[src/hw/rtl/ets_pkg.sv]
package ets_pkg;

    localparam int PAGE_BYTES  = 1024;
    localparam int TABLE_UNITS = 256;

    localparam int WORD_W = 32;
    localparam int UNIT_W = 8;
    localparam int ADDR_W = 26;
    localparam int SIZE_W = 18;
    localparam int IRQ_W  = 8;
    localparam int SLOT_W = 8;

    localparam int PAGE_SHIFT = $clog2(PAGE_BYTES);

    localparam logic [UNIT_W-1:0] UNIT_START = UNIT_W'(2);
    localparam logic [ADDR_W-1:0] ADDR_START = ADDR_W'(3 * PAGE_BYTES);
    localparam logic [IRQ_W-1:0]  IRQ_START  = IRQ_W'(1);
    localparam logic [UNIT_W:0]   UNIT_LIMIT = (UNIT_W + 1)'(TABLE_UNITS);

    localparam int NEXT_BIT = 31;

    typedef enum logic [2:0] {
        ST_CONTINUE  = 3'd0,
        ST_CRC_ERR   = 3'd1,
        ST_TABLE_END = 3'd2,
        ST_UNITS_OUT = 3'd3,
        ST_IGNORED   = 3'd4
    } t_status;

    typedef struct packed {
        logic                  engine_found;
        logic [7:0]            engine_kind;
        logic [3:0]            engine_version;
        logic [UNIT_W-1:0]     unit_index;
        logic [ADDR_W-1:0]     base_address;
        logic [SIZE_W-1:0]     area_size;
        logic [IRQ_W-1:0]      irq_bit;
        t_status               status;
    } t_result;

    // CRC-4 nibble table, polynomial x^4+x^2+x+1
    function automatic logic [3:0] crc_nibble(input logic [3:0] idx);
        logic [3:0] v;
        case (idx)
            4'h0: v = 4'h0;
            4'h1: v = 4'h7;
            4'h2: v = 4'he;
            4'h3: v = 4'h9;
            4'h4: v = 4'hb;
            4'h5: v = 4'hc;
            4'h6: v = 4'h5;
            4'h7: v = 4'h2;
            4'h8: v = 4'h1;
            4'h9: v = 4'h6;
            4'ha: v = 4'hf;
            4'hb: v = 4'h8;
            4'hc: v = 4'ha;
            4'hd: v = 4'hd;
            4'he: v = 4'h4;
            default: v = 4'h3;
        endcase
        return v;
    endfunction

endpackage

[src/hw/rtl/ets_crc_check.sv]
module ets_crc_check (
    input  logic [ets_pkg::WORD_W-1:0] i_word,
    output logic                       o_crc_ok
);
    import ets_pkg::*;

    logic [3:0] crc;

    // run seven nibbles, most significant first
    always_comb begin
        crc = 4'h0;
        for (int k = 7; k >= 1; k--) begin
            crc = crc_nibble(crc ^ i_word[4*k +: 4]);
        end
    end

    assign o_crc_ok = (crc == i_word[3:0]);

endmodule

[src/hw/rtl/ets_scan_state.sv]
module ets_scan_state (
    input  logic                       i_clk,
    input  logic                       i_rst_n,
    input  logic                       i_step,
    input  logic [ets_pkg::WORD_W-1:0] i_word,
    input  logic                       i_first,
    input  logic                       i_crc_ok,
    output ets_pkg::t_result           o_result
);
    import ets_pkg::*;

    logic              r_active;
    logic [UNIT_W-1:0] r_unit;
    logic [ADDR_W-1:0] r_addr;
    logic [IRQ_W-1:0]  r_irq;

    logic              n_active;
    logic [UNIT_W-1:0] n_unit;
    logic [ADDR_W-1:0] n_addr;
    logic [IRQ_W-1:0]  n_irq;

    logic              act;
    logic [UNIT_W-1:0] unit;
    logic [ADDR_W-1:0] addr;
    logic [IRQ_W-1:0]  irq;
    logic [SLOT_W-1:0] slots;
    logic [7:0]        etype;
    logic [ADDR_W-1:0] size;
    logic [UNIT_W:0]   unit_inc;
    logic              found;

    always_comb begin
        // a first word restarts the walk before it is handled
        act   = r_active | i_first;
        unit  = i_first ? UNIT_START : r_unit;
        addr  = i_first ? ADDR_START : r_addr;
        irq   = i_first ? IRQ_START  : r_irq;
        slots = i_word[23:16];
        etype = i_word[11:4];
        size  = ADDR_W'(slots) << PAGE_SHIFT;
        unit_inc = {1'b0, unit} + (UNIT_W + 1)'(1);
        found = (etype != 8'd0) && (slots != '0);

        o_result = '0;
        n_active = r_active;
        n_unit   = r_unit;
        n_addr   = r_addr;
        n_irq    = r_irq;

        if (!act) begin
            o_result.status = ST_IGNORED;
        end else begin
            o_result.unit_index   = unit;
            o_result.base_address = addr;
            n_unit = unit;
            n_addr = addr;
            n_irq  = irq;
            if ({1'b0, unit} >= UNIT_LIMIT) begin
                o_result.status = ST_UNITS_OUT;
                n_active = 1'b0;
            end else if (!i_crc_ok) begin
                o_result.status = ST_CRC_ERR;
                n_active = 1'b0;
            end else begin
                o_result.engine_kind    = etype;
                o_result.engine_version = i_word[15:12];
                o_result.area_size      = size[SIZE_W-1:0];
                if (found) begin
                    o_result.engine_found = 1'b1;
                    o_result.irq_bit      = irq;
                    n_irq = irq + IRQ_W'(1);
                end
                n_addr = addr + size;
                n_unit = unit_inc[UNIT_W-1:0];
                if (!i_word[NEXT_BIT]) begin
                    o_result.status = ST_TABLE_END;
                    n_active = 1'b0;
                end else if (unit_inc >= UNIT_LIMIT) begin
                    o_result.status = ST_UNITS_OUT;
                    n_active = 1'b0;
                end else begin
                    o_result.status = ST_CONTINUE;
                    n_active = 1'b1;
                end
            end
        end
    end

    always_ff @(posedge i_clk) begin
        if (!i_rst_n) begin
            r_active <= 1'b0;
            r_unit   <= UNIT_START;
            r_addr   <= ADDR_START;
            r_irq    <= IRQ_START;
        end else if (i_step) begin
            r_active <= n_active;
            r_unit   <= n_unit;
            r_addr   <= n_addr;
            r_irq    <= n_irq;
        end
    end

endmodule

[src/hw/rtl/engine_table_scanner_core.sv]
// Engine table scanner: takes one 32-bit configuration table word per transfer and returns
// exactly one result per word, in order. A word goes into an input register, is checked
// (CRC-4 over bits 31..4) and decoded against the running unit, address and interrupt
// counters while it waits there, and its result lands in the output register; a new word
// can be taken every cycle while o_in_stall is low. The input register and the output
// register are separate stages: while a finished result waits on i_out_stall, one more
// word is still taken into the input register, and the input stalls only once both are
// full. Set i_first_word on the word for unit 2 to start a scan; words seen with no scan
// running come back with status "ignored".
module engine_table_scanner_core (
    input  logic                       i_clk,
    input  logic                       i_rst_n,
    input  logic                       i_in_valid,
    output logic                       o_in_stall,
    input  logic [ets_pkg::WORD_W-1:0] i_table_word,
    input  logic                       i_first_word,
    output logic                       o_out_valid,
    input  logic                       i_out_stall,
    output logic                       o_engine_found,
    output logic [7:0]                 o_engine_kind,
    output logic [3:0]                 o_engine_version,
    output logic [ets_pkg::UNIT_W-1:0] o_unit_index,
    output logic [ets_pkg::ADDR_W-1:0] o_base_address,
    output logic [ets_pkg::SIZE_W-1:0] o_area_size,
    output logic [ets_pkg::IRQ_W-1:0]  o_irq_bit,
    output logic [2:0]                 o_status
);
    import ets_pkg::*;

    logic              r_in_valid;
    logic [WORD_W-1:0] r_word;
    logic              r_first;
    logic              r_out_valid;
    t_result           r_result;

    logic    out_ready;
    logic    step;
    logic    crc_ok;
    t_result result;

    assign out_ready  = !r_out_valid || !i_out_stall;
    assign step       = r_in_valid && out_ready;
    assign o_in_stall = r_in_valid && !out_ready;

    ets_crc_check u_crc (
        .i_word   (r_word),
        .o_crc_ok (crc_ok)
    );

    ets_scan_state u_state (
        .i_clk    (i_clk),
        .i_rst_n  (i_rst_n),
        .i_step   (step),
        .i_word   (r_word),
        .i_first  (r_first),
        .i_crc_ok (crc_ok),
        .o_result (result)
    );

    always_ff @(posedge i_clk) begin
        if (!i_rst_n) begin
            r_in_valid  <= 1'b0;
            r_out_valid <= 1'b0;
        end else begin
            if (!o_in_stall) begin
                r_in_valid <= i_in_valid;
            end
            if (out_ready) begin
                r_out_valid <= r_in_valid;
            end
        end
    end

    // payload: load on transfer, hold otherwise
    always_ff @(posedge i_clk) begin
        if (!o_in_stall && i_in_valid) begin
            r_word  <= i_table_word;
            r_first <= i_first_word;
        end
        if (step) begin
            r_result <= result;
        end
    end

    assign o_out_valid      = r_out_valid;
    assign o_engine_found   = r_result.engine_found;
    assign o_engine_kind    = r_result.engine_kind;
    assign o_engine_version = r_result.engine_version;
    assign o_unit_index     = r_result.unit_index;
    assign o_base_address   = r_result.base_address;
    assign o_area_size      = r_result.area_size;
    assign o_irq_bit        = r_result.irq_bit;
    assign o_status         = r_result.status;

    a_no_stall_when_out_free: assert property (@(posedge i_clk) disable iff (!i_rst_n)
        !r_out_valid |-> !o_in_stall)
        else $error("input stalled while output register is free");

    a_no_stall_when_empty: assert property (@(posedge i_clk) disable iff (!i_rst_n)
        !r_in_valid |-> !o_in_stall)
        else $error("input stalled while input register is empty");

    a_found_status: assert property (@(posedge i_clk) disable iff (!i_rst_n)
        (r_out_valid && r_result.engine_found) |->
        (r_result.status == ST_CONTINUE || r_result.status == ST_TABLE_END ||
         r_result.status == ST_UNITS_OUT))
        else $error("engine reported on a failed or ignored word");

    a_crc_err_clean: assert property (@(posedge i_clk) disable iff (!i_rst_n)
        (r_out_valid && r_result.status == ST_CRC_ERR) |->
        (r_result.area_size == '0 && r_result.irq_bit == '0 && !r_result.engine_found))
        else $error("CRC error result carries decoded fields");

    a_step_fills_output: assert property (@(posedge i_clk) disable iff (!i_rst_n)
        step |=> r_out_valid)
        else $error("processed word did not reach the output register");

endmodule
[config.mk]
export PLATFORM = sky130hd
export DESIGN_NAME = engine_table_scanner_core
export DESIGN_NICKNAME = d
export VERILOG_FILES = /design/src/hw/rtl/ets_pkg.sv /design/src/hw/rtl/ets_crc_check.sv /design/src/hw/rtl/ets_scan_state.sv /design/src/hw/rtl/engine_table_scanner_core.sv
export SDC_FILE = /design/constraint.sdc
export NUM_CORES = 1
export LEC_CHECK = 0
export BUFFER_PORTS_ARGS = -buffer_cell sky130_fd_sc_hd__buf_2
export CAP_MARGIN = 10
export CORE_UTILIZATION = 60
export CTS_CLUSTER_DIAMETER = 50
export DETAILED_ROUTE_END_ITERATION = 8
export GPL_TIMING_DRIVEN = 0
export PLACE_DENSITY = 0.93
export RECOVER_POWER = 50
export SLEW_MARGIN = 20
export SYNTH_ARGS = -nofsm -noshare
export SYNTH_HDL_FRONTEND = slang
export SYNTH_HIERARCHICAL = 1
export SYNTH_SLANG_ARGS = --single-unit
[constraint.sdc]
create_clock -name i_clk -period 17.9 [get_ports i_clk]
set_input_delay 0 -clock i_clk [delete_from_list [all_inputs] [get_ports i_clk]]
set_output_delay 0 -clock i_clk [all_outputs]
set_load 0.01 [all_outputs]
==> PnR_summary.wiki <==
{| class="wikitable"
! Metric !! Value
|-
| Violated checks || max-capacitance violations, max-slew violations
|-
| WP buf/inv || 1
|-
| Synthesized area per cell || 12.3 um^2
|-
| Die area || 0.0116 mm^2
|-
| Iter 0 DRT Violations || 808
|-
| Peak supply drop || 0.0775 mV
|-
| First-pass iteration count of the detailed router || 8
|-
| Number of nets in the final layout || 776
|-
| Post-Place Cells || 810
|-
| Worst-Skew Late Latency || 540 ps
|-
| Worst hold-check path type || in2reg
|-
| Count of max-cap constraint violations || 2
|-
| Clock tree sinks || 154
|-
| Number of input and output port buffers inserted || 114
|-
| Register-to-Register Path Depth || 7
|-
| Global-route wire length before repair || 29400 um
|-
| Fin Hold WS || 176 ps
|-
| Placed Area || 0.00760 mm^2
|-
| Final instance area || 0.00834 mm^2
|-
| Cell class contributing the biggest share of worst-path delay || compound AO/OA/AOI/OAI gates
|-
| Unrepaired setup endpoints after global routing || no
|-
| Number of remaining DRC errors || 0
|-
| Layout cell share with drive strength beyond 1 || 0.109
|-
| Total number of vias || 5361
|-
| Register-to-register path setup slack || 13340 ps
|-
| Setup violation total in the final timing report || 0
|-
| I/O pin count || 115
|-
| Number of pins with negative max-slew slack in the final report || 38
|-
| Diode count || 0
|-
| Initial standard-cell utilization of the core || 0.617
|-
| Worst Setup Slack post-DPL || 14670 ps
|-
| WHS Endpoint || r_word[9]$_DFFE_PP_
|-
| Beginning of the worst register-to-register path || r_in_valid$_SDFFE_PN0N_
|-
| Sequential element share of the synthesized area || 0.624
|-
| Combined flip-flop and latch cell area || 0.00417 mm^2
|-
| Worst Path Required || 18320 ps
|-
| Total track usage || 0.355
|-
| Primary flip-flop cell chosen by synthesis mapping || edfxtp_1
|-
| Maximum number of pins on one net before global-route repair || 27
|-
| Total chip power || 0.842 mW
|-
| Slowest cell on the critical path || a21boi_0
|-
| Total congestion overflow after global routing || 0
|-
| Worst stage delay on the critical path || 1420 ps
|-
| Area growth from synthesis to layout || 24.7%
|-
| Detailed-route wire length per cell || 21.8 um
|-
| Crit share post-route || 0.255
|-
| Post-Route M1 WL || 6340 um
|-
| Number of buffers inserted during clock tree synthesis || 17
|-
| Final design utilization || 0.770
|-
| Postcts setup bufs || 0
|-
| Total leakage power || 3.12 nW
|-
| Antenna violations before repair || 0
|-
| # rows || 38
|-
| Transition time at the pin with the least slew margin || 1860 ps
|-
| Vert. Die Dim || 108 um
|-
| Length of routed met2 wiring || 9570 um
|-
| Final estimated routing congestion in global placement || 0.887
|-
| Clock tree from TritonCTS || built
|-
| Crit path arrival time || 4990 ps
|-
| Sort of element at the end of the critical path || register
|-
| Setup TNS || 0 ps
|-
| Post-DP HPWL || 10200 um
|-
| Wire length reported by the detailed router || 19100 um
|-
| Layout Cells excl Fill || 880
|-
| Cells along the critical path || a21boi_0 -> clkbuf_1 -> o211ai_1 -> nor2_1 -> nand4_1 -> mux2i_1 -> and2_1
|-
| FILL cells || 638
|-
| Proportion of register bits with asynchronous set or reset after synthesis || 0
|-
| Count of synthesis-stage warnings from yosys || 6
|-
| CP Max Fanout || 24
|-
| Number of synthesized register bits || 154
|-
| WHS Path Cells || 2
|-
| Clock slew at reported path FFs || 70 ps
|-
| Post-DRT Antenna Nets || 0
|-
| Number of distinct library cell variants in the gate-level netlist after synthesis || 50
|-
| Headroom to the max-slew limit || -0.250
|-
| Startpoint types || register
|-
| Pwr Density || 101 mW/mm^2
|-
| Number of H-tree levels || 4
|-
| Crit Path Class || reg2reg
|-
| Core Area || 0.0108 mm^2
|-
| Number of buffers added to fix hold violations after cts || 38
|-
| Top Metal Used || met4
|-
| Cell at the root of the clock tree || clkbuf_8
|-
| Maximum clock path buffer count || 2
|-
| Post-Synthesis Cell Area || 0.00669 mm^2
|-
| Timing-limited maximum frequency || 219 MHz
|-
| Hold wc startpoint || i_table_word[9]
|-
| Leading cell types by total area after synthesis || edfxtp_1, dfxtp_1, and2_1, xnor2_1, nand2_1
|-
| Vias in the first global route || 5368
|-
| Slack of the critical path || 13340 ps
|-
| Quantity of gates resized following cts || 0
|-
| R2r endpoint || u_state/r_unit[5]$_SDFFE_PN0P_
|-
| Floorplan die width || 108 um
|-
| Number of vias per cell || 6.09
|-
| Fraction of post-synthesis cell area in the top cell type by area || 0.489
|-
| Post-route clock skew || 16.5 ps
|-
| Yosys top cell by area || edfxtp_1
|-
| Run status || complete, but fails checks
|-
| Final Hold Fails || 0
|-
| Footprint of the multi-input gates || 0.00237 mm^2
|-
| Met3 Routed Length || 1960 um
|-
| Min cycle time layout || 4560 ps
|-
| Cell count after synthesis || 543
|-
| Number of enable flip-flop cells after synthesis || 109
|}
worst register-to-register path, delay by kind of cell (launching register included):
family | cells | cell delay, ps
AOI/OAI and AO/OA | 2 | 1970
buffers and inverters | 1 | 1190
DFF | 1 | 360
muxes | 1 | 180
and+or+nand+nor | 3 | 770
report_power, final:
part           internal, mW  total, mW  switching [mW]
logic                0.0395     0.0976          0.0581
clock network         0.188      0.337           0.149
registers             0.399      0.408         0.00951
sequential cells by signal (all words and copies together), names as in the netlist:
| register | flops |
|---|---|
| u_state/r_active | 1 |
| o_engine_found | 1 |
| o_base_address | 26 |
| u_state/r_irq | 8 |
| o_engine_kind | 8 |
| o_unit_index | 8 |
| r_in_valid | 1 |
| u_state/r_unit | 8 |
| o_area_size | 18 |
| o_irq_bit | 8 |
| o_engine_version | 4 |
| u_state/r_addr | 26 |
| r_first | 1 |
| o_out_valid | 1 |
| r_word | 32 |
| o_status | 3 |
how the worst max path moves through the flow:
stage / startpoint / end / depth (start not counted)
after floorplan: r_in_valid$_SDFFE_PN0N_ / u_state/r_addr[16]$_SDFFE_PN0P_ / 5
final: r_in_valid$_SDFFE_PN0N_ / u_state/r_unit[5]$_SDFFE_PN0P_ / 7
after global placement: r_in_valid$_SDFFE_PN0N_ / u_state/r_addr[16]$_SDFFE_PN0P_ / 5
after global routing: r_in_valid$_SDFFE_PN0N_ / u_state/r_unit[5]$_SDFFE_PN0P_ / 7
after CTS: r_word[19]$_DFFE_PP_ / u_state/r_irq[6]$_SDFFE_PN0P_ / 12
after detailed placement: r_word[18]$_DFFE_PP_ / u_state/r_irq[4]$_SDFFE_PN0P_ / 12
cells by family (layout without fill, tap and decap cells):
group | count (synthesis) | after routing | synth area share
simple gates | 222 | 222 | 0.183
flops | 154 | 154 | 0.624
compound gates | 55 | 55 | 0.0538
xor+xnor | 51 | 51 | 0.0710
buf+inv | 36 | 224 | 0.0267
fa+ha+maj | 12 | 12 | 0.0236
mux | 12 | 12 | 0.0179
other cells | 1 | 10 | 0.000560
placed cells by master, fill, tap and decap left out, types with 3 or more instances in the layout:
| master | n |
|---|---|
| edfxtp_1 | 109 |
| clkbuf_1 | 107 |
| and2_1 | 71 |
| nand2_1 | 50 |
| dfxtp_1 | 45 |
| dlygate4sd3_1 | 38 |
| xnor2_1 | 32 |
| buf_2 | 31 |
| nand3_1 | 23 |
| and3_1 | 19 |
| nor2_1 | 17 |
| clkbuf_16 | 16 |
| xor2_1 | 16 |
| nor2b_1 | 15 |
| a21oi_1 | 14 |
| mux2i_1 | 12 |
| buf_4 | 11 |
| ha_1 | 11 |
| o21ai_0 | 10 |
| nand4_1 | 10 |
| conb_1 | 10 |
| inv_1 | 6 |
| clkinvlp_4 | 5 |
| o21a_1 | 4 |
| nor4_1 | 4 |
| a21boi_0 | 3 |
| clkinv_2 | 3 |
| and4_1 | 3 |
| o22ai_1 | 3 |
| nand2b_1 | 3 |
| a21o_1 | 3 |
| a31o_2 | 3 |
layout make-up:
type	count	area share
tap	140	0.0210
sequential	154	0.500
multi-input combinational	362	0.284
buffer	30	0.0186
clock inverter	11	0.0120
timing repair buffer	156	0.109
inverter	6	0.00270
clock buffer	21	0.0526
cell usage after synthesis (all sizes together) (6+ instances only):
cell      n
a21oi    14
and2     71
and3     20
buf      13
clkbuf   17
dfxtp    45
edfxtp  109
ha       11
inv       6
mux2i    12
nand2    50
nand3    23
nand4    10
nor2     17
nor2b    15
o21ai    10
xnor2    33
xor2     17
routing by layer:
layer  GRT usage  up-vias
li1            -     2276
met1       0.397     2483
met2       0.616      479
met3      0.0841      123
met4       0.205        0
met5           0        -
Power figures use the tool's default switching activity.
